## src/hw/rtl/integral_image_rect_sum_assert.svh

```systemverilog
// Assertion macros shared by the integral image block.
`ifndef INTEGRAL_IMAGE_RECT_SUM_ASSERT_SVH
`define INTEGRAL_IMAGE_RECT_SUM_ASSERT_SVH

// Same-cycle implication, checked out of reset.
`define IIRS_ASSERT_IMP(lbl, ante, cons) \
    lbl: assert property (@(posedge clk) disable iff (!rst_n) (ante) |-> (cons)) \
        else $error("integral_image_rect_sum assertion failed");

// Next-cycle implication, checked out of reset.
`define IIRS_ASSERT_NXT(lbl, ante, cons) \
    lbl: assert property (@(posedge clk) disable iff (!rst_n) (ante) |=> (cons)) \
        else $error("integral_image_rect_sum assertion failed");

`endif

```

## src/hw/rtl/iirs_ram.sv

```systemverilog
// Generic single-write, single-read synchronous RAM with registered read data.
module iirs_ram #(
    parameter int WIDTH = 8,
    parameter int DEPTH = 16,
    localparam int AW   = (DEPTH > 1) ? $clog2(DEPTH) : 1
) (
    input  logic             clk,
    input  logic             we,
    input  logic [AW-1:0]    waddr,
    input  logic [WIDTH-1:0] wdata,
    input  logic             re,
    input  logic [AW-1:0]    raddr,
    output logic [WIDTH-1:0] rdata
);

    logic [WIDTH-1:0] mem [DEPTH];
    logic [WIDTH-1:0] rdata_reg;

    always_ff @(posedge clk)
    begin
        if (we)
        begin
            mem[waddr] <= wdata;
        end
        if (re)
        begin
            rdata_reg <= mem[raddr];
        end
    end

    assign rdata = rdata_reg;

endmodule

```

## config.mk

```make
export PLATFORM = sky130hd
export DESIGN_NAME = iirs_ram
export DESIGN_NICKNAME = d
export VERILOG_FILES = /design/src/hw/rtl/integral_image_rect_sum_assert.svh /design/src/hw/rtl/iirs_ram.sv
export SDC_FILE = /design/constraint.sdc
export NUM_CORES = 1
export LEC_CHECK = 0
export ABC_AREA = 1
export CAP_MARGIN = 0
export CORE_MARGIN = 1
export CORE_UTILIZATION = 55
export CTS_CLUSTER_DIAMETER = 100
export DETAILED_ROUTE_END_ITERATION = 7
export DONT_BUFFER_PORTS = 1
export HOLD_SLACK_MARGIN = 0.15
export PLACE_DENSITY = 0.73
export SYNTH_ARGS = -nofsm -noshare
export SYNTH_HDL_FRONTEND = slang
export SYNTH_SLANG_ARGS = --single-unit
```

## constraint.sdc

```tcl
create_clock -name clk -period 1.1 [get_ports clk]
set_clock_uncertainty 0.05 [all_clocks]
set_input_delay 0.055 -clock clk [delete_from_list [all_inputs] [get_ports clk]]
set_output_delay 0.055 -clock clk [all_outputs]
set_load 0.01 [all_outputs]
```

==> qor.yml <==
status: "complete, but fails checks"
violations: "negative hold slack, negative setup slack"
maxSlewViolCount: 0
grt-ovfl-total: 0
ioPinCount: 27
rows: 37
timing.rr.start: "mem[7][5]$_DFFE_PP_"
core_mm2: 0.01032
antenna_found_initial: 0
cts_inserted_buffers: 17
port_buffers: 0
antennaDiodeCount: 0
worst-r2r-cell-count: 6
dp_hpwl_um: 7679
syn_inst: 551
ys.warnings.count: 0
p_leak_uw: 0.002980
drt-initial-drc-count: 347
vias_per_cell: 5.340
hold_path_end: "rdata[1]$_DFFE_PP_"
maxSlewHeadroom: 0.4895
dieWidth_um: 105.1
largest_reg_flops: 128
post-route-min-period_ns: 1.142
initial_core_util: 0.5664
grt_setup_unrepaired: "yes"
place_congestion: 0.8586
cts_root_buffer: "clkbuf_8"
total_power_uw: 12490
ys_seq_area_frac: 0.6985
synth_nets: 570
area_growth_pct: 19.20
hold_path_class: "in -> reg"
final_common_cell: "nand2_1"
start_kind: "register"
clockBufferDepth: 2
ys_ff_latch: 136
antenna_left: 0
vdd_ir_drop_max_uv: 870.2
cts_tree: "built"
fmax_mhz: 875.9
cts_hold_buffers: 14
crit_type: "reg -> reg"
setup_viol: 7
drv_cap: 0
r2r_end: "rdata[5]$_DFFE_PP_"
die_y_um: 105.1
finalWorstSetupSlack_ns: -0.04162
cp.required_ns: 1.33
final_cell_mix: "nand2_1, edfxtp_1, inv_1"
syn_area_mm2: 0.005847
synth_cell_types: 11
grt_pass1_wl_um: 20480
wl_um: 12780
path_clk_slew_ns: 0.06
vias: 3898
drt-pass1-iter-count: 5
cellPowerDensity_mw_per_mm2: 1792
cts_htree_levels: 4
grt_max_degree: 66
final_nets: 601
fillCellCount: 717
hp-start: "raddr[3]"
placed_cells: 685
end_kind: "register"
final_hold_viol_count: 8
die_area_mm2: 0.01105
cp_data_arrival_time_ns: 1.37
wl_per_cell_um: 17.51
crit_fanout: 1
clkLatencyLatePin_ns: 0.53
worst_pin_slew_ns: 0.7632
final_cells: 730
grt.total_usage: 0.2569
drc: 0
cts_sinks: 136
place_ws_ns: -0.1240
holdWs_ns: -0.2953
whs_path_depth: 2
r2r_slack_ns: -0.04
fin_crit_sh: 1.038
drive_gt1_frac: 0.1347
grt_pass1_vias: 3913
syn-mean-instance-area_um2: 10.61
==> critical path, cell delays in order (launching register included) <==
cell      delay, ns
edfxtp_1       0.37
inv_1          0.08
nand2_1        0.06
nand3_1        0.08
nand3_1        0.09
nand3_2        0.10
nand2_2        0.06
==> logic make-up after synthesis <==
kind of cell           after synthesis  share of synthesized area
and+or+nand+nor                    289                     0.2076
DFF                                136                     0.6985
buffers and inverters              126                    0.09394
==> layout make-up <==
cell class / instances / area, µm² / area share
flip-flops and latches: 136 / 4084 / 0.5860
multi-input cells: 289 / 1349 / 0.1935
clock buffers: 17 / 414.1 / 0.05943
inverters: 102 / 382.9 / 0.05494
repair buffers: 36 / 362.8 / 0.05206
clock inverters: 14 / 206.4 / 0.02962
well taps: 136 / 170.2 / 0.02442
==> worst max path at each step <==
stage | startpoint | end | slack (ns) | depth (start not counted)
after floorplan | waddr[3] | mem[4][0]$_DFFE_PP_ | 0.04 | 2
after global placement | raddr[0] | rdata[2]$_DFFE_PP_ | -0.12 | 7
after detailed placement | raddr[1] | rdata[6]$_DFFE_PP_ | -0.12 | 5
after CTS | mem[0][5]$_DFFE_PP_ | rdata[5]$_DFFE_PP_ | -0.02 | 6
after global routing | mem[5][5]$_DFFE_PP_ | rdata[5]$_DFFE_PP_ | -0.10 | 6
final | mem[7][5]$_DFFE_PP_ | rdata[5]$_DFFE_PP_ | -0.04 | 6
==> metrics by stage <==
stage                 util  hold slack, ns  TNS (ns)  instance area (µm²)
floorplan                -          0.1039         0                 5847
global placement    0.5864          0.1053   -0.6380                 6053
detailed placement  0.5864          0.1052   -0.6839                 6053
CTS                 0.6695         -0.3126   -0.1317                 6912
global route        0.6751         -0.3113   -0.8052                 6969
finish              0.6751         -0.2953   -0.1471                 6969
==> repair_timing <==
| item | CTS | global route |
|---|---|---|
| resized for setup | 20 | 14 |
| cloned | 0 | 0 |
| pin swaps | 21 | 5 |
| hold endpoints to repair | 272 | 8 |
| endpoints found under the setup margin | 11 | 58 |
| setup buffers | 0 | 0 |
==> cell usage after synthesis, drive strengths merged <==
| master | instances | area, µm² |
|---|---|---|
| buf | 24 | 166.4 |
| nand2 | 173 | 649.4 |
| nand3 | 97 | 485.5 |
| nand3b | 2 | 15.01 |
| edfxtp | 136 | 4084 |
| inv | 102 | 382.9 |
| nor2 | 17 | 63.81 |
==> routing by layer <==
| metal | track usage | wire [µm] | vias up |
|---|---|---|---|
| met3 | 0.06488 | 1104 | 27 |
| met2 | 0.4096 | 6213 | 180 |
| met1 | 0.3356 | 5172 | 1847 |
| li1 | - | - | 1844 |
| met4 | 0.1107 | 292 | 0 |
| met5 | 0 | 0 | - |
==> where the power goes <==
part,switching [µW],leakage [µW],internal (µW)
combinational,430,0.00145,229
clock,2060,0.000292,3870
sequential,50.3,0.00124,5840
Note: power is estimated with default switching activity, not from simulation.
