$ cat config.mk
export PLATFORM = sky130hd
export DESIGN_NAME = iirs_core
export DESIGN_NICKNAME = d
export VERILOG_FILES = /design/src/hw/rtl/integral_image_rect_sum_assert.svh /design/src/hw/rtl/iirs_pkg.sv /design/src/hw/rtl/iirs_core.sv
export SDC_FILE = /design/constraint.sdc
export NUM_CORES = 2
export LEC_CHECK = 0
export ABC_CLOCK_PERIOD_IN_PS = 8800
export BUFFER_PORTS_ARGS = -buffer_cell sky130_fd_sc_hd__clkbuf_2
export CAP_MARGIN = 5
export CORE_MARGIN = 5
export CORE_UTILIZATION = 57
export CTS_CLUSTER_DIAMETER = 30
export DETAILED_ROUTE_END_ITERATION = 16
export PLACE_DENSITY = 0.76
export SYNTH_ARGS = -nofsm -noshare
export SYNTH_HDL_FRONTEND = slang
export SYNTH_SLANG_ARGS = --single-unit
$ cat constraint.sdc
create_clock -name clk -period 8.8 [get_ports clk]
set_clock_uncertainty 0.2 [all_clocks]
set_input_delay 0.44 -clock clk [delete_from_list [all_inputs] [get_ports clk]]
set_output_delay 0.44 -clock clk [all_outputs]
set_load 0.02 [all_outputs]
$ cat src/hw/rtl/integral_image_rect_sum_assert.svh
// Assertion macros shared by the integral image block.
`ifndef INTEGRAL_IMAGE_RECT_SUM_ASSERT_SVH
`define INTEGRAL_IMAGE_RECT_SUM_ASSERT_SVH

// Same-cycle implication, checked out of reset.
`define IIRS_ASSERT_IMP(lbl, ante, cons) \
    lbl: assert property (@(posedge clk) disable iff (!rst_n) (ante) |-> (cons)) \
        else $error("integral_image_rect_sum assertion failed");

// Next-cycle implication, checked out of reset.
`define IIRS_ASSERT_NXT(lbl, ante, cons) \
    lbl: assert property (@(posedge clk) disable iff (!rst_n) (ante) |=> (cons)) \
        else $error("integral_image_rect_sum assertion failed");

`endif

$ cat src/hw/rtl/iirs_pkg.sv
// Shared types and constants for the integral image block.
package iirs_pkg;

    localparam int SUM_W          = 42;
    localparam int OUT_DATA_W     = ((SUM_W + 7) / 8) * 8;
    localparam int DIM_W          = 6;
    localparam int COORD_W        = 5;
    localparam int CMP_W          = 9;
    localparam int CFG_IDX_W      = 2;
    localparam int CFG_DATA_W     = 6;
    localparam int DEF_MAX_WIDTH  = 32;
    localparam int DEF_MAX_HEIGHT = 32;
    localparam int DEF_PIXEL_BITS = 16;

    localparam logic [DIM_W-1:0] DIM_RESET = 6'd24;

    // Configuration register indexes
    typedef enum logic [CFG_IDX_W-1:0] {
        CFG_IMAGE_WIDTH  = 2'd0,
        CFG_IMAGE_HEIGHT = 2'd1,
        CFG_SQUARED_MODE = 2'd2
    } cfg_idx_t;

    // Input beat kinds
    typedef enum logic {
        OP_LOAD  = 1'b0,
        OP_QUERY = 1'b1
    } op_t;

    // Effective configuration seen by the core
    typedef struct packed {
        logic [DIM_W-1:0] img_w;
        logic [DIM_W-1:0] img_h;
        logic             squared;
        logic             restart;
    } cfg_t;

    // One result beat
    typedef struct packed {
        logic [SUM_W-1:0] sum;
        logic             err;
        logic             done;
    } result_t;

endpackage

$ cat src/hw/rtl/iirs_core.sv
// Sequencer and datapath: builds the table in RAM and answers rectangle queries.
module iirs_core
    import iirs_pkg::*;
#(
    parameter int MAX_WIDTH  = DEF_MAX_WIDTH,
    parameter int MAX_HEIGHT = DEF_MAX_HEIGHT,
    parameter int PIXEL_BITS = DEF_PIXEL_BITS,
    localparam int DEPTH     = MAX_WIDTH * MAX_HEIGHT,
    localparam int AW        = (DEPTH > 1) ? $clog2(DEPTH) : 1
) (
    input  logic                  clk,
    input  logic                  rst_n,
    input  cfg_t                  cfg,
    input  logic                  in_valid,
    output logic                  in_ready,
    input  logic                  op,
    input  logic [PIXEL_BITS-1:0] pixel,
    input  logic [COORD_W-1:0]    rect_x,
    input  logic [COORD_W-1:0]    rect_y,
    input  logic [DIM_W-1:0]      rect_w,
    input  logic [DIM_W-1:0]      rect_h,
    output logic                  out_valid,
    input  logic                  out_ready,
    output result_t               out_res,
    output logic                  ram_we,
    output logic [AW-1:0]         ram_waddr,
    output logic [SUM_W-1:0]      ram_wdata,
    output logic                  ram_re,
    output logic [AW-1:0]         ram_raddr,
    input  logic [SUM_W-1:0]      ram_rdata
);

    localparam int CW = (MAX_WIDTH > 1) ? $clog2(MAX_WIDTH) : 1;
    localparam int RW = (MAX_HEIGHT > 1) ? $clog2(MAX_HEIGHT) : 1;

    typedef enum logic [3:0] {
        S_IDLE, S_LD_MUL, S_LD_ROW, S_LD_SUM,
        S_Q_CHK, S_Q_RD0, S_Q_RD1, S_Q_RD2, S_Q_RD3, S_Q_ACC,
        S_EMIT
    } state_t;

    // Control state
    state_t           state_reg,    state_next;
    logic [CW-1:0]    col_reg,      col_next;
    logic [RW-1:0]    row_reg,      row_next;
    logic [SUM_W-1:0] rowsum_reg,   rowsum_next;
    logic             complete_reg, complete_next;
    logic             ovalid_reg,   ovalid_next;

    // Payload
    logic signed [PIXEL_BITS-1:0] pix_reg, pix_next;
    logic [COORD_W-1:0] qx_reg, qx_next;
    logic [COORD_W-1:0] qy_reg, qy_next;
    logic [DIM_W-1:0]   qw_reg, qw_next;
    logic [DIM_W-1:0]   qh_reg, qh_next;
    logic [SUM_W-1:0]   term_reg, term_next;
    logic [SUM_W-1:0]   acc_reg,  acc_next;
    logic [CW-1:0]      xl_reg, xl_next, xr_reg, xr_next;
    logic [RW-1:0]      yt_reg, yt_next, yb_reg, yb_next;
    logic               left_reg, left_next, top_reg, top_next;
    result_t            res_reg, res_next;
    result_t            out_reg, out_next;

    logic signed [2*PIXEL_BITS-1:0] prod;
    logic [CW-1:0]      ecol;
    logic [RW-1:0]      erow;
    logic [SUM_W-1:0]   ld_sum;
    logic [CMP_W-1:0]   qx_end, qy_end;
    logic               q_err;

    function automatic logic [AW-1:0] addr_of(input logic [CW-1:0] c, input logic [RW-1:0] r);
        return AW'(32'(r) * MAX_WIDTH + 32'(c));
    endfunction

    assign prod   = pix_reg * pix_reg;
    assign ecol   = complete_reg ? '0 : col_reg;
    assign erow   = complete_reg ? '0 : row_reg;
    assign ld_sum = rowsum_reg + ((row_reg != '0) ? ram_rdata : '0);
    assign qx_end = CMP_W'(qx_reg) + CMP_W'(qw_reg);
    assign qy_end = CMP_W'(qy_reg) + CMP_W'(qh_reg);
    assign q_err  = !complete_reg || (qw_reg == '0) || (qh_reg == '0)
                  || (qx_end > CMP_W'(cfg.img_w)) || (qy_end > CMP_W'(cfg.img_h));

    // Next-state and datapath
    always_comb
    begin
        state_next    = state_reg;
        col_next      = col_reg;
        row_next      = row_reg;
        rowsum_next   = rowsum_reg;
        complete_next = complete_reg;
        ovalid_next   = ovalid_reg;
        pix_next      = pix_reg;
        qx_next       = qx_reg;
        qy_next       = qy_reg;
        qw_next       = qw_reg;
        qh_next       = qh_reg;
        term_next     = term_reg;
        acc_next      = acc_reg;
        xl_next       = xl_reg;
        xr_next       = xr_reg;
        yt_next       = yt_reg;
        yb_next       = yb_reg;
        left_next     = left_reg;
        top_next      = top_reg;
        res_next      = res_reg;
        out_next      = out_reg;
        ram_we        = 1'b0;
        ram_waddr     = '0;
        ram_wdata     = ld_sum;
        ram_re        = 1'b0;
        ram_raddr     = '0;

        // Output register drains on a taken beat
        if (ovalid_reg && out_ready)
        begin
            ovalid_next = 1'b0;
        end

        case (state_reg)
            S_IDLE:
            begin
                if (in_valid)
                begin
                    pix_next   = pixel;
                    qx_next    = rect_x;
                    qy_next    = rect_y;
                    qw_next    = rect_w;
                    qh_next    = rect_h;
                    state_next = (op == OP_LOAD) ? S_LD_MUL : S_Q_CHK;
                end
            end
            // Load: square or extend the pixel, fetch the entry above
            S_LD_MUL:
            begin
                col_next      = ecol;
                row_next      = erow;
                complete_next = 1'b0;
                term_next     = cfg.squared ? SUM_W'(prod) : SUM_W'(pix_reg);
                ram_re        = 1'b1;
                ram_raddr     = addr_of(ecol, (erow != '0) ? RW'(erow - 1'b1) : '0);
                state_next    = S_LD_ROW;
            end
            S_LD_ROW:
            begin
                rowsum_next = ((col_reg == '0) ? '0 : rowsum_reg) + term_reg;
                state_next  = S_LD_SUM;
            end
            // Load: store the new entry and step the raster position
            S_LD_SUM:
            begin
                ram_we        = 1'b1;
                ram_waddr     = addr_of(col_reg, row_reg);
                res_next.sum  = ld_sum;
                res_next.err  = 1'b0;
                res_next.done = 1'b0;
                if ((CMP_W'(col_reg) + 1'b1) >= CMP_W'(cfg.img_w))
                begin
                    col_next = '0;
                    if ((CMP_W'(row_reg) + 1'b1) >= CMP_W'(cfg.img_h))
                    begin
                        row_next      = '0;
                        complete_next = 1'b1;
                        res_next.done = 1'b1;
                    end
                    else
                    begin
                        row_next = RW'(row_reg + 1'b1);
                    end
                end
                else
                begin
                    col_next = CW'(col_reg + 1'b1);
                end
                state_next = S_EMIT;
            end
            // Query: bounds check and corner coordinates
            S_Q_CHK:
            begin
                xr_next   = CW'(qx_end - 1'b1);
                yb_next   = RW'(qy_end - 1'b1);
                xl_next   = (qx_reg != '0) ? CW'(qx_reg - 1'b1) : '0;
                yt_next   = (qy_reg != '0) ? RW'(qy_reg - 1'b1) : '0;
                left_next = (qx_reg != '0);
                top_next  = (qy_reg != '0);
                if (q_err)
                begin
                    res_next.sum  = '0;
                    res_next.err  = 1'b1;
                    res_next.done = 1'b0;
                    state_next    = S_EMIT;
                end
                else
                begin
                    state_next = S_Q_RD0;
                end
            end
            // Query: four corner reads through the single read port
            S_Q_RD0:
            begin
                ram_re     = 1'b1;
                ram_raddr  = addr_of(xr_reg, yb_reg);
                state_next = S_Q_RD1;
            end
            S_Q_RD1:
            begin
                acc_next   = ram_rdata;
                ram_re     = 1'b1;
                ram_raddr  = addr_of(xl_reg, yb_reg);
                state_next = S_Q_RD2;
            end
            S_Q_RD2:
            begin
                acc_next   = acc_reg - (left_reg ? ram_rdata : '0);
                ram_re     = 1'b1;
                ram_raddr  = addr_of(xr_reg, yt_reg);
                state_next = S_Q_RD3;
            end
            S_Q_RD3:
            begin
                acc_next   = acc_reg - (top_reg ? ram_rdata : '0);
                ram_re     = 1'b1;
                ram_raddr  = addr_of(xl_reg, yt_reg);
                state_next = S_Q_ACC;
            end
            S_Q_ACC:
            begin
                res_next.sum  = acc_reg + ((left_reg && top_reg) ? ram_rdata : '0);
                res_next.err  = 1'b0;
                res_next.done = 1'b0;
                state_next    = S_EMIT;
            end
            // Hand the result to the output register once it is free
            S_EMIT:
            begin
                if (!ovalid_reg || out_ready)
                begin
                    out_next    = res_reg;
                    ovalid_next = 1'b1;
                    state_next  = S_IDLE;
                end
            end
            default:
            begin
                state_next = S_IDLE;
            end
        endcase

        // Register write restarts loading
        if (cfg.restart)
        begin
            col_next      = '0;
            row_next      = '0;
            rowsum_next   = '0;
            complete_next = 1'b0;
        end
    end

    // State and registered outputs
    always_ff @(posedge clk or negedge rst_n)
    begin
        if (!rst_n)
        begin
            state_reg    <= S_IDLE;
            col_reg      <= '0;
            row_reg      <= '0;
            rowsum_reg   <= '0;
            complete_reg <= 1'b0;
            ovalid_reg   <= 1'b0;
        end
        else
        begin
            state_reg    <= state_next;
            col_reg      <= col_next;
            row_reg      <= row_next;
            rowsum_reg   <= rowsum_next;
            complete_reg <= complete_next;
            ovalid_reg   <= ovalid_next;
        end
    end

    // Payload registers
    always_ff @(posedge clk)
    begin
        pix_reg  <= pix_next;
        qx_reg   <= qx_next;
        qy_reg   <= qy_next;
        qw_reg   <= qw_next;
        qh_reg   <= qh_next;
        term_reg <= term_next;
        acc_reg  <= acc_next;
        xl_reg   <= xl_next;
        xr_reg   <= xr_next;
        yt_reg   <= yt_next;
        yb_reg   <= yb_next;
        left_reg <= left_next;
        top_reg  <= top_next;
        res_reg  <= res_next;
        out_reg  <= out_next;
    end

    assign in_ready  = (state_reg == S_IDLE);
    assign out_valid = ovalid_reg;
    assign out_res   = out_reg;

endmodule

==> metrics.md <==
| Metric | Value |
|---|---|
| Synth-to-Final Area Change | `16.2%` |
| Setup TNS | `0 ns` |
| Hold WS | `about 0.036 ns` |
| Placer Congestion | `0.967` |
| Worst skew pair latency | `0.60 ns` |
| CP startpoint kind | `flop` |
| Total CTS buffers | `73` |
| CTS max path bufs | `3` |
| Most common cell in the netlist | `inv_1` |
| Distinct cells, synth | `78` |
| Max Cap Viol | `0` |
| Die height | `between 200 and 250 um` |
| Top FF cell, synth | `edfxtp_1` |
| Worst Setup SP | `pix_reg[3]` |
| Drt via density | `5.74` |
| Syn_area_per_cell | `9.10 um^2` |
| Critical Path AT | `7.72 ns` |
| 1st-iter DRT viols | `about 1800` |
| Hold Fails Final Rpt | `0` |
| Final-layout fill cell count | `~4200` |
| Period utilisation layout | `86.4%` |
| Worst Tran Pin Value | `1.27 ns` |
| Final worst slack | `1.20 ns` |
| Asr flop ratio synth | `about a fifth` |
| Reg-to-reg startpoint | `pix_reg[3]` |
| I/O pins | `about 210` |
| Syn Inst Count | `3350` |
| Synth top cells by count | `inv_1, nand2_1, ha_1` |
| CTS tree | `built` |
| Required @ worst endpoint | `8.92 ns` |
| Slew Viols, Final | `0` |
| Drt pass-1 iters | `6` |
| Top-area cell type share of the netlist area | `21.9%` |
| CP endpoint kind | `flop` |
| Place WS | `about 1.2 ns` |
| Buffers on Ports | `208` |
| Total Wirelength | `~77000 um` |
| Hold wc startpoint | `ram_rdata[34]` |
| Post-route ant nets | `0` |
| Vias after detailed routing | `24974` |
| Multi-input gate area | `between 0.02 and 0.025 mm^2` |
| Net Count, Synth | `3991` |
| First-pass GRT wire length | `126000 um` |
| Die footprint | `0.0582 mm^2` |
| Clock root buffer | `clkbuf_16` |
| Min Clock Period, post-route | `7.60 ns` |
| GRT Total Usage | `26.5%` |
| Setup Crit Path Kind | `reg2reg` |
| Worst-path maximum fanout | `13` |
| Initial Util | `57.7%` |
| Layout Nets | `4245` |
| DP Wirelength | `59500 um` |
| Syn. warnings | `0` |
| Vias in the first global route | `25311` |
| EDFF count, synth | `222` |
| Largest net degree at the start of global routing | `63` |
| Status | `completed` |
| Drt drc | `0` |
| Post-Syn Area | `around 0.030 mm^2` |
| Register bit total from synthesis | `280` |
| Clock-pin slew on the worst setup and hold paths | `0.05 ns` |
| Layout cells sized above 1 | `between 10 and 15%` |
| Die X | `241 um` |
| Top post-synthesis cells by area | `edfxtp_1, fa_1, ha_1, inv_1, dfrtp_1` |
| CTS HTree Levels | `3` |
| Seq/Total Area, Yosys | `26.6%` |
| Storage cell area | `0.00812 mm^2` |
| Core Rows | `84` |
| Leading area contributor after synthesis | `edfxtp_1` |
| Total gr overflow | `0` |
| Worst slew margin | `15.6%` |
| Post-DR wirelength/cell | `~18 um` |
| Setup Viol. Count Final | `0` |
| Setup Buffers After CTS | `0` |
| Antenna violations before repair | `3` |
| Core box area | `0.0528 mm^2` |
| CTS sink count | `280` |
| Fmax | `132 MHz` |
| Unrepaired setup endpoints after global routing | `no` |
| Hold/Removal Path Class | `in2reg` |
| Final core area utilization | `67.1%` |
[worst max-delay path: stages (launching register included)]
cell	delay [ns]
edfxtp_1	0.67
clkinv_1	0.45
nor2_1	0.33
fa_1	0.53
fa_1	0.88
fa_1	0.51
fa_1	0.49
fa_1	0.55
inv_1	0.06
fa_1	0.53
inv_1	0.04
ha_1	0.35
a21o_1	0.20
a21oi_1	0.15
nor2b_1	0.06
o21ai_0	0.27
nand2_1	0.08
o21ai_0	0.35
o2111ai_1	0.17
a21oi_1	0.22
xnor2_1	0.15
a21oi_1	0.09
[layer usage]
| metal | part of all wire, % | GRT usage [%] |
|---|---|---|
| met2 | 47 | 44.1 |
| met5 | 0.017 | 0 |
| met3 | 6.5 | 4.31 |
| met1 | 43 | 35.7 |
| met4 | 3.0 | 8.82 |
[layout by cell type, fill, tap and decap left out, types with 12 or more instances in the layout]
cell,Yosys,routed
buf_4,0,24
xor2_1,74,74
dlygate4sd3_1,0,58
nand2_1,348,348
nand3_1,52,51
or3_1,12,12
o21bai_1,30,30
and3_1,57,57
clkbuf_2,0,208
nor3_1,38,37
o21a_1,29,29
nand4_1,24,24
a31o_2,12,12
a211oi_1,23,23
bufinv_16,0,12
fa_1,240,240
o211ai_1,13,13
o21ai_0,157,157
edfxtp_1,222,222
o31ai_1,17,17
xnor2_1,129,129
clkbuf_16,0,73
nor2b_1,69,69
a21oi_1,243,243
a21o_1,127,126
nor2_1,202,199
a31oi_1,20,19
inv_1,421,421
a22o_1,19,19
and2_1,82,81
nand2b_1,42,42
dfrtp_1,58,58
ha_1,302,302
[cells by family (layout without fill, tap and decap cells)]
kind of cell / Yosys count / in the layout / share of synthesized area [%]
compound gates: 803 / 803 / 17.0
xor+xnor: 203 / 203 / 5.84
fa+ha+maj: 542 / 542 / 28.2
buf+inv: 535 / 849 / 6.59
other cells: 0 / 1 / 0
mux: 11 / 11 / 0.390
simple gates: 976 / 976 / 15.4
flops: 280 / 280 / 26.6
[worst paths after layout]
path                                   to  slack (ns)  cells past startpoint
max                          term_reg[40]        1.20                     21
min                           acc_reg[34]        0.04                      3
max reg2reg                  term_reg[40]        1.20                     21
min reg2reg                   out_res[42]        0.20                      0
max in group asynchronous  rowsum_reg[19]        7.53                      3
min in group asynchronous       out_valid        0.32                      3
[repair_timing]
item / 4_1_cts / 5_1_grt
endpoints found under the setup margin: 0 / 0
gates resized for setup: 0 / 0
hold endpoints to repair: 114 / 0
hold buffers: 58 / 0
[stage by stage]
stage / area (um^2) / std cells
after floorplan: 30500 / 3350
after global placement: 32200 / 4159
after detailed placement: 32200 / 4159
after CTS: 35400 / 4352
after global routing: 35400 / 4353
final: 35400 / 4353
[cell type report]
class	instances	area share, %
flip-flops and latches	280	22.9
clock inverters	53	2.13
well taps	688	2.43
diodes	1	0.00707
clock buffers	82	5.26
repair buffers	290	5.09
multi-input cells	2535	57.7
inverters	424	4.50
Power is not shown: default switching activity piles up to over one toggle a cycle in this logic, so the estimate is an artifact.
