`src/hw/rtl/integral_image_rect_sum_assert.svh`:
```
// Assertion macros shared by the integral image block.
`ifndef INTEGRAL_IMAGE_RECT_SUM_ASSERT_SVH
`define INTEGRAL_IMAGE_RECT_SUM_ASSERT_SVH

// Same-cycle implication, checked out of reset.
`define IIRS_ASSERT_IMP(lbl, ante, cons) \
    lbl: assert property (@(posedge clk) disable iff (!rst_n) (ante) |-> (cons)) \
        else $error("integral_image_rect_sum assertion failed");

// Next-cycle implication, checked out of reset.
`define IIRS_ASSERT_NXT(lbl, ante, cons) \
    lbl: assert property (@(posedge clk) disable iff (!rst_n) (ante) |=> (cons)) \
        else $error("integral_image_rect_sum assertion failed");

`endif

```
`src/hw/rtl/iirs_pkg.sv`:
```
// Shared types and constants for the integral image block.
package iirs_pkg;

    localparam int SUM_W          = 42;
    localparam int OUT_DATA_W     = ((SUM_W + 7) / 8) * 8;
    localparam int DIM_W          = 6;
    localparam int COORD_W        = 5;
    localparam int CMP_W          = 9;
    localparam int CFG_IDX_W      = 2;
    localparam int CFG_DATA_W     = 6;
    localparam int DEF_MAX_WIDTH  = 32;
    localparam int DEF_MAX_HEIGHT = 32;
    localparam int DEF_PIXEL_BITS = 16;

    localparam logic [DIM_W-1:0] DIM_RESET = 6'd24;

    // Configuration register indexes
    typedef enum logic [CFG_IDX_W-1:0] {
        CFG_IMAGE_WIDTH  = 2'd0,
        CFG_IMAGE_HEIGHT = 2'd1,
        CFG_SQUARED_MODE = 2'd2
    } cfg_idx_t;

    // Input beat kinds
    typedef enum logic {
        OP_LOAD  = 1'b0,
        OP_QUERY = 1'b1
    } op_t;

    // Effective configuration seen by the core
    typedef struct packed {
        logic [DIM_W-1:0] img_w;
        logic [DIM_W-1:0] img_h;
        logic             squared;
        logic             restart;
    } cfg_t;

    // One result beat
    typedef struct packed {
        logic [SUM_W-1:0] sum;
        logic             err;
        logic             done;
    } result_t;

endpackage

```
`src/hw/rtl/iirs_cfg.sv`:
```
// Configuration registers with clamping of the image dimensions.
module iirs_cfg
    import iirs_pkg::*;
#(
    parameter int MAX_WIDTH  = DEF_MAX_WIDTH,
    parameter int MAX_HEIGHT = DEF_MAX_HEIGHT
) (
    input  logic                  clk,
    input  logic                  rst_n,
    input  logic                  cfg_we,
    input  logic [CFG_IDX_W-1:0]  cfg_index,
    input  logic [CFG_DATA_W-1:0] cfg_data,
    output cfg_t                  cfg
);

    logic [DIM_W-1:0] width_reg,  width_next;
    logic [DIM_W-1:0] height_reg, height_next;
    logic             sq_reg,     sq_next;
    logic             hit;

    // Zero acts as one, anything above the maximum acts as the maximum
    function automatic logic [DIM_W-1:0] eff_dim(input logic [DIM_W-1:0] v, input int maxv);
        logic [DIM_W-1:0] r;
        if (v == '0)
            r = DIM_W'(1);
        else if (int'(v) > maxv)
            r = DIM_W'(maxv);
        else
            r = v;
        return r;
    endfunction

    // Register decode
    always_comb
    begin
        width_next  = width_reg;
        height_next = height_reg;
        sq_next     = sq_reg;
        hit         = 1'b0;
        if (cfg_we)
        begin
            case (cfg_index)
                CFG_IMAGE_WIDTH:
                begin
                    width_next = cfg_data[DIM_W-1:0];
                    hit        = 1'b1;
                end
                CFG_IMAGE_HEIGHT:
                begin
                    height_next = cfg_data[DIM_W-1:0];
                    hit         = 1'b1;
                end
                CFG_SQUARED_MODE:
                begin
                    sq_next = cfg_data[0];
                    hit     = 1'b1;
                end
                default:
                begin
                    hit = 1'b0;
                end
            endcase
        end
    end

    always_ff @(posedge clk or negedge rst_n)
    begin
        if (!rst_n)
        begin
            width_reg  <= DIM_RESET;
            height_reg <= DIM_RESET;
            sq_reg     <= 1'b0;
        end
        else
        begin
            width_reg  <= width_next;
            height_reg <= height_next;
            sq_reg     <= sq_next;
        end
    end

    assign cfg.img_w   = eff_dim(width_reg, MAX_WIDTH);
    assign cfg.img_h   = eff_dim(height_reg, MAX_HEIGHT);
    assign cfg.squared = sq_reg;
    assign cfg.restart = hit;

endmodule

```
`config.mk`:
```
export PLATFORM = sky130hd
export DESIGN_NAME = iirs_cfg
export DESIGN_NICKNAME = d
export VERILOG_FILES = /design/src/hw/rtl/integral_image_rect_sum_assert.svh /design/src/hw/rtl/iirs_pkg.sv /design/src/hw/rtl/iirs_cfg.sv
export SDC_FILE = /design/constraint.sdc
export NUM_CORES = 1
export LEC_CHECK = 0
export ABC_AREA = 0
export ABC_CLOCK_PERIOD_IN_PS = 1500
export BUFFER_PORTS_ARGS = -buffer_cell sky130_fd_sc_hd__buf_2
export CAP_MARGIN = 40
export CORE_UTILIZATION = 41
export CTS_CLUSTER_SIZE = 10
export DETAILED_ROUTE_END_ITERATION = 7
export PLACE_DENSITY = 0.7
export RECOVER_POWER = 50
export SYNTH_ARGS = -nofsm -noshare
export SYNTH_HDL_FRONTEND = slang
export SYNTH_SLANG_ARGS = --single-unit
```
`constraint.sdc`:
```
create_clock -name clk -period 1.5 [get_ports clk]
set_input_delay 0.225 -clock clk [delete_from_list [all_inputs] [get_ports clk]]
set_output_delay 0.225 -clock clk [all_outputs]
set_load 0.03 [all_outputs]
```
==> impl_metrics.yaml, run 1 <==
status:
  status: "finished with violations"
  violations: "negative setup slack"
synth:
  ys_warn_count: 0
  avgSynthCellArea_um2: 13.06
  ys_top_cells_by_area: "dfrtp_1 36%, mux2_2 23%, dfstp_2 17%"
  synth-edff-count: 0
  ys_seq_elements: 13
  yosysUniqueCellTypes: 13
  yosysMostFrequentCell: "mux2_2"
  synth_top_cell_by_area: "dfrtp_1"
  syn_area_um2: 626.9
  seq_area_frac_synth_pct: 52.69
  synthTopCellsByCount: "13 x mux2_2, 9 x dfrtp_1, 8 x nor2b_1"
  synth_ff_type: "dfrtp_1"
  synthesis.nets: 59
  syn_inst: 48
  ys_async_sr_fraction_pct: 100.0
  synth_top_area_share_pct: 35.93
sta:
  timing.final.hold_violations: 0
  setup_viol: 2
  maxSlewViolCount: 0
  min_period_over_period_pct: 112.2
  worst_slack_ns: -0.1834
  worst_pin_slew_ns: 0.6697
  rsz0062_at_grt: "true"
  fmax_mhz: 594.1
  holdWs_ns: 0.1892
  skew_ns: 0
  slew_headroom_pct: 55.36
  period_minus_slack_ns: 1.683
clocking:
  cts_tree: "yes"
  htreeDepth: 1
  clock_sinks: 13
  clk_pin_slew_ns: 0.08
  cts_buffer_depth: 2
  root_buffer: "clkbuf_4"
  cts_made_buffers: 3
  clock_latency_ns: 0.28
worst_setup_path:
  crit_fanout: 2
  crit_arrival_ns: 1.46
  cpPeakStageDelay_ns: 0.52
  required_ns: 1.27
  setup.worst_path.start: "width_reg[3]"
  crit_type: "register to output pin"
  cp-end-kind: "output pin"
  crit_family: "simple AND/OR/NAND/NOR gates"
  crit_chain: "or4_4 -> a21oi_2 -> buf_6"
  timing.critical_path.buf_inv: 1
  cp_slowest_cell: "or4_4"
  rr_startpoint: "width_reg[1]"
  cp-start-kind: "register"
power_and_ir_drop:
  power_density_mw_per_mm2: 1358
  power_leakage_uw: 0.0003832
  ir_drop_uv: 685.5
min_path:
  hp-class: "input port to register"
  hp-start: "cfg_data[5]"
layout:
  fill_cells: 135
  drive_gt1_share_pct: 65.79
  syn2layout_area_growth_pct: 31.74
  layout.area.seq_um2: 330.3
  fin_cells: 91
  final_nets: 88
  multi_input_area_um2: 277.8
  antennaDiodeCount: 0
floorplanning:
  die_y_um: 41.10
  die-area_mm2: 0.001689
  core-area_mm2: 0.001366
  die_w_um: 41.10
  start_util_pct: 45.88
  io_pins: 25
  std_cell_rows: 13
place:
  io_buffer_count: 24
  hpwl_um: 873.4
  dp.cells: 83
  place.gp.congestion: 0.6740
  dpl_worst_slack_ns: 0.01096
grt:
  antenna_found_initial: 0
  grt_usage_pct: 17.08
  grt_pass1_wl_mm: 1.718
  grt_max_degree: 14
  grt_pass1_vias: 368
  grt-ovfl-total: 0
detailed_routing:
  ant_nets: 0
  first_pass_iters: 3
  routed_wl_mm: 1.169
  vias: 451
  viasPerCell: 4.956
  wl_per_cell_um: 12.85
  drtIter0Drc: 5
  drc: 0
flow_run:
  maxCapViolCount: 0
## per-layer routing
metal	vias up	share of wire [%]	routed length (um)	global-route usage, %
met3	4	4.6	54	4.891
met4	0	2.0	23	12.10
met2	16	50	581	26.56
met5	-	0	0	0
li1	218	-	-	-
met1	213	44	510	19.93
## cell type report
type	instances	area share, %
clock buffer	4	3.182
inverter	2	0.9091
multi-input combinational	29	33.64
sequential	13	40.00
tap	15	2.273
timing repair buffer	28	20.00
## worst reg2reg max path, cell delays in order (launching register included)
cell and delay (ns):
dfrtp_1 0.40, buf_4 0.15, mux2_2 0.26
## metrics by stage
stage | cell area (um2) | utilization, % | TNS [ns] | power [uW]
6_report | 825.8 | 60.44 | -0.3596 | 1122
5_1_grt | 825.8 | 60.44 | -0.4466 | 1177
4_1_cts | 829.5 | 60.71 | -0.3704 | 1127
3_5_place_dp | 750.7 | 54.95 | 0 | 859.9
3_3_place_gp | 750.7 | 54.95 | 0 | 853.0
2_1_floorplan | 634.4 | - | 0 | 761.0
## cells in the final DEF (no fill, tap or decap)
cell type	instances
nor2b_1	8
clkbuf_4	4
dfstp_2	4
a21boi_0	1
or4_4	2
nand3b_1	2
inv_1	2
nor3b_4	1
buf_6	2
buf_4	3
dfrtp_1	9
dlygate4sd3_1	1
mux2_2	13
a21oi_2	2
buf_2	19
clkbuf_1	3
## worst paths after layout
check                                 to  slack, ns  depth (start not counted)
setup / recovery                  cfg[8]      -0.18                          3
hold / removal             height_reg[5]       0.19                          2
setup reg to reg            width_reg[1]       0.58                          2
hold reg to reg                   sq_reg       0.51                          1
max in group asynchronous  height_reg[5]       0.56                          2
min in group asynchronous  height_reg[1]       0.52                          2
## power breakdown
part | total (uW) | internal (uW) | switching, uW
clock network | 219 | 103 | 116
logic | 419 | 183 | 235
registers | 484 | 432 | 52.4
total | 1120 | 718 | 403
## logic make-up after synthesis
family | Yosys count | synth area share (%)
DFF | 13 | 52.70
AOI/OAI and AO/OA | 3 | 2.795
and+or+nand+nor | 13 | 16.37
buffers and inverters | 6 | 4.791
muxes | 13 | 23.35
## repair_timing
action / 4_1_cts / 5_1_grt
resized for setup: 6 / 1
endpoints found under the hold margin: 9 / 0
endpoints found under the setup margin: 2 / 3
pin swaps: 4 / 0
buffers inserted: 3 / 0
hold buffers: 1 / 0
Power figures use the tool's default switching activity.
==> inputs of run 2 (changes only) <==
--- a/config.mk
+++ b/config.mk
@@ -6,7 +6,6 @@
 export NUM_CORES = 1
 export LEC_CHECK = 0
 export ABC_AREA = 0
-export ABC_CLOCK_PERIOD_IN_PS = 1500
 export BUFFER_PORTS_ARGS = -buffer_cell sky130_fd_sc_hd__buf_2
 export CAP_MARGIN = 40
 export CORE_UTILIZATION = 41
==> constraint.sdc (replaced) <==
create_clock -name clk -period 1.7 [get_ports clk]
set_input_delay 0.255 -clock clk [delete_from_list [all_inputs] [get_ports clk]]
set_output_delay 0.255 -clock clk [all_outputs]
set_load 0.03 [all_outputs]
==> impl_metrics.yaml, run 2 (synthesis results as in run 1) <==
sta:
  fmax_mhz: 583.7
  skew_ns: 0
  setup_viol: 2
  slew_headroom_pct: 54.66
  timing.final.hold_violations: 0
  worst_pin_slew_ns: 0.6801
  period_minus_slack_ns: 1.713
  worst_slack_ns: -0.01310
  fin_tns_setup_ns: -0.02484
  rsz0062_at_grt: "true"
  maxSlewViolCount: 0
  min_period_over_period_pct: 100.8
floorplanning:
  die_w_um: 41.10
  core-area_mm2: 0.001366
  start_util_pct: 45.88
  std_cell_rows: 13
  die_y_um: 41.10
  io_pins: 25
  die-area_mm2: 0.001689
status:
  violations: "negative setup slack"
  status: "finished with violations"
layout:
  fin_cells: 88
  syn2layout_area_growth_pct: 28.94
  antennaDiodeCount: 0
  final_nets: 85
  fin_util_pct: 59.16
  mostFrequentLayoutCells: "20 x buf_2, 13 x mux2_2, 9 x dfrtp_1"
  layout_commonest_cell: "buf_2"
  drive_gt1_share_pct: 64.38
detailed_routing:
  drtIter0Drc: 1
  viasPerCell: 5.034
  first_pass_iters: 3
  vias: 443
  routed_wl_mm: 1.068
  wl_per_cell_um: 12.14
  ant_nets: 0
  drc: 0
place:
  dp.cells: 83
  place.gp.congestion: 0.6331
  dpl_worst_slack_ns: 0.2078
  hpwl_um: 807.9
  io_buffer_count: 24
clocking:
  root_buffer: "clkbuf_4"
  clk_pin_slew_ns: 0.07
  clock_latency_ns: 0.27
  post_cts_buffers: 0
  htreeDepth: 1
  cts_buffer_depth: 2
  clock_sinks: 13
  cts_made_buffers: 3
  cts_tree: "yes"
grt:
  grt_usage_pct: 16.25
  grt_pass1_wl_mm: 1.683
  grt-ovfl-total: 0
  grt_pass1_vias: 390
  grt_max_degree: 14
  antenna_found_initial: 0
worst_setup_path:
  crit_fanout: 3
  reg2reg_slack_ns: 0.85
  timing.rr.end: "height_reg[5]"
  required_ns: 1.44
  worst-r2r-cell-count: 1
  crit_arrival_ns: 1.46
  cp-start-kind: "register"
  cp-end-kind: "output pin"
  crit_type: "register to output pin"
  rr_startpoint: "height_reg[5]"
  setup.worst_path.start: "width_reg[3]"
power_and_ir_drop:
  power_density_mw_per_mm2: 1189
  ir_drop_uv: 620.6
  power_leakage_uw: 0.0003698
min_path:
  whs_endpoint: "height_reg[5]"
  whs_path_depth: 2
  hp-start: "cfg_data[5]"
  hp-class: "input port to register"
flow_run:
  maxCapViolCount: 0
-- run 2: how the worst max path moves through the flow --
stage	end	slack, ns	cells after the start
5_1_grt	cfg[2]	-0.07	3
6_report	cfg[8]	-0.01	3
2_1_floorplan	cfg[8]	0.06	2
3_3_place_gp	cfg[8]	0.21	3
4_1_cts	cfg[8]	-0.03	3
3_5_place_dp	cfg[2]	0.21	3
-- run 2: what timing repair did --
action                                  CTS  global route
gates resized for setup                   8             1
pin swaps                                 4             0
endpoints found under the setup margin    2             2
hold endpoints to repair                  9             0
hold buffers                              1             0
-- run 2: through the flow --
step                      instance area [um2]  power [uW]  hold slack, ns
after floorplan                         626.9       664.4        -0.04059
after global placement                  743.2       744.9          0.1534
after detailed placement                743.2       749.4          0.1532
after CTS                               807.0       975.2          0.2233
after global routing                    808.3        1026          0.2308
final                                   808.3       961.3          0.2384
-- run 2: layout make-up --
class	count	area [um2]
well taps	15	18.77
inverters	2	7.507
clock buffers	4	26.28
repair buffers	25	140.1
flip-flops and latches	13	330.3
fillers	120	558.0
multi-input cells	29	285.3
-- run 2: power breakdown --
group          total [uW]  internal, uW  leakage [uW]  switching, uW
clock                 184          90.7     0.0000150           93.1
combinational         347           146      0.000206            201
sequential            430           381      0.000149           49.1
total                 961           619      0.000370            343
-- run 2: worst max-delay path: stages, from the launching register on --
cell	delay [ns]
dfstp_2	0.38
or4_4	0.52
a21oi_2	0.15
buf_6	0.14
-- run 2: layer usage --
layer,share of wire (%),track usage [%]
met5,0,0
met4,1.2,12.10
met3,4.7,3.261
met2,46,22.66
met1,48,21.92
==> inputs of run 3 (changes only) <==
--- a/config.mk
+++ b/config.mk
@@ -11,6 +11,7 @@
 export CORE_UTILIZATION = 41
 export CTS_CLUSTER_SIZE = 10
 export DETAILED_ROUTE_END_ITERATION = 7
+export MAX_ROUTING_LAYER = met4
 export PLACE_DENSITY = 0.7
 export RECOVER_POWER = 50
 export SYNTH_ARGS = -nofsm -noshare
==> impl_metrics.yaml, run 3 (synthesis results as in run 1) <==
sta:
  min_period_over_period_pct: 100.8
  worst_pin_slew_ns: 0.6800
  rsz0062_at_grt: "true"
  period_minus_slack_ns: 1.713
  maxSlewViolCount: 0
  timing.final.hold_violations: 0
  skew_ns: 0
  slew_headroom_pct: 54.67
  worst_slack_ns: -0.01310
  setup_viol: 2
  fmax_mhz: 583.7
min_path:
  hp-class: "input port to register"
floorplanning:
  die-area_mm2: 0.001689
  std_cell_rows: 13
  io_pins: 25
  die_w_um: 41.10
  start_util_pct: 45.88
  die_y_um: 41.10
  core-area_mm2: 0.001366
clocking:
  clk_pin_slew_ns: 0.07
  cts_made_buffers: 3
  cts_tree: "yes"
  root_buffer: "clkbuf_4"
  htreeDepth: 1
  clock_latency_ns: 0.27
  cts_buffer_depth: 2
  clock_sinks: 13
grt:
  grt-ovfl-total: 0
  grt.busiest_layer: "met2"
  antenna_found_initial: 0
  grtUsageMet3_pct: 3.261
  grt_max_degree: 14
  met1_usage_pct: 21.92
  grt_usage_pct: 16.71
  grt_pass1_vias: 390
  grt_pass1_wl_mm: 1.676
  use_met2_pct: 22.66
detailed_routing:
  drtIter0Drc: 1
  vias: 443
  viasPerCell: 5.034
  routed_wl_mm: 1.068
  first_pass_iters: 3
  ant_nets: 0
  drc: 0
  wl_per_cell_um: 12.14
power_and_ir_drop:
  intPower_uw: 618.5
  power_density_mw_per_mm2: 1189
  switching_share_pct: 35.66
  pwr-share-clk_pct: 19.1
  power_leakage_uw: 0.0003698
  ir_drop_uv: 620.6
  power_frac_seq_pct: 44.8
  share_comb_of_total_power_pct: 36.1
  switchingPower_uw: 342.8
worst_setup_path:
  crit_fanout: 3
  cp-end-kind: "output pin"
  crit_type: "register to output pin"
  required_ns: 1.44
  crit_arrival_ns: 1.46
  cp-start-kind: "register"
layout:
  fin_util_pct: 59.16
  layout.area.seq_um2: 330.3
  final_nets: 85
  fill_cells: 120
  syn2layout_area_growth_pct: 28.94
  layout_commonest_cell: "buf_2"
  final_cell_area_um2: 808.3
  antennaDiodeCount: 0
  drive_gt1_share_pct: 64.38
  mostFrequentLayoutCells: "20 x buf_2, 13 x mux2_2, 9 x dfrtp_1"
  multi_input_area_um2: 285.3
status:
  violations: "negative setup slack"
  status: "finished with violations"
place:
  io_buffer_count: 24
  place.gp.congestion: 0.6382
  hpwl_um: 807.9
  place_area_um2: 743.2
flow_run:
  maxCapViolCount: 0
## run 3: path summary, 6_finish.rpt
path,start,end,slack (ns),cells after the start
max,width_reg[3],cfg[8],-0.01,3
min,cfg_data[5],height_reg[5],0.24,2
max reg2reg,height_reg[5],height_reg[5],0.85,1
min in group asynchronous,rst_n,height_reg[0],0.53,2
max in group asynchronous,rst_n,width_reg[5],0.74,2
min reg2reg,height_reg[0],height_reg[0],0.51,1
## run 3: area by class of cell
cell class                      instances  share of cell area [%]
Clock buffer                            4                   3.251
Inverter                                2                  0.9288
Multi-Input combinational cell         29                   35.29
Sequential cell                        13                   40.87
Tap cell                               15                   2.322
Timing Repair Buffer                   25                   17.34
## run 3: per-stage QoR
step | setup TNS, ns | instances | hold WS [ns] | setup WS [ns] | total power (uW)
floorplan | 0 | 48 | -0.04059 | 0.06073 | 664.4
global placement | 0 | 83 | 0.1534 | 0.2062 | 744.9
detailed placement | 0 | 83 | 0.1532 | 0.2078 | 749.4
CTS | -0.06556 | 88 | 0.2233 | -0.03318 | 975.2
global route | -0.1330 | 88 | 0.2308 | -0.07027 | 1026
finish | -0.02485 | 88 | 0.2384 | -0.01310 | 961.3
## run 3: critical path, cell delays in order, from the launching register on
cell     delay [ns]
dfstp_2        0.38
or4_4          0.52
a21oi_2        0.15
buf_6          0.14
## run 3: timing repair
item	4_1_cts	5_1_grt
cloned	0	0
endpoints found under the setup margin	2	2
buffers inserted	0	0
gates resized for setup	8	1
hold buffers	1	0
pin swaps	4	0
endpoints found under the hold margin	9	0
## run 3: power groups by stage
stage	Clock, uW	Sequential (uW)	Combinational [uW]
after CTS	199	430	346
after detailed placement	0	431	318
after global placement	0	428	317
after floorplan	0	417	247
after global routing	209	442	376
final	184	430	347
## run 3: per-layer routing
layer	wire (um)	share of wire, %
met2	490	46
met3	50	4.7
met4	13	1.2
met1	513	48
met5	0	0
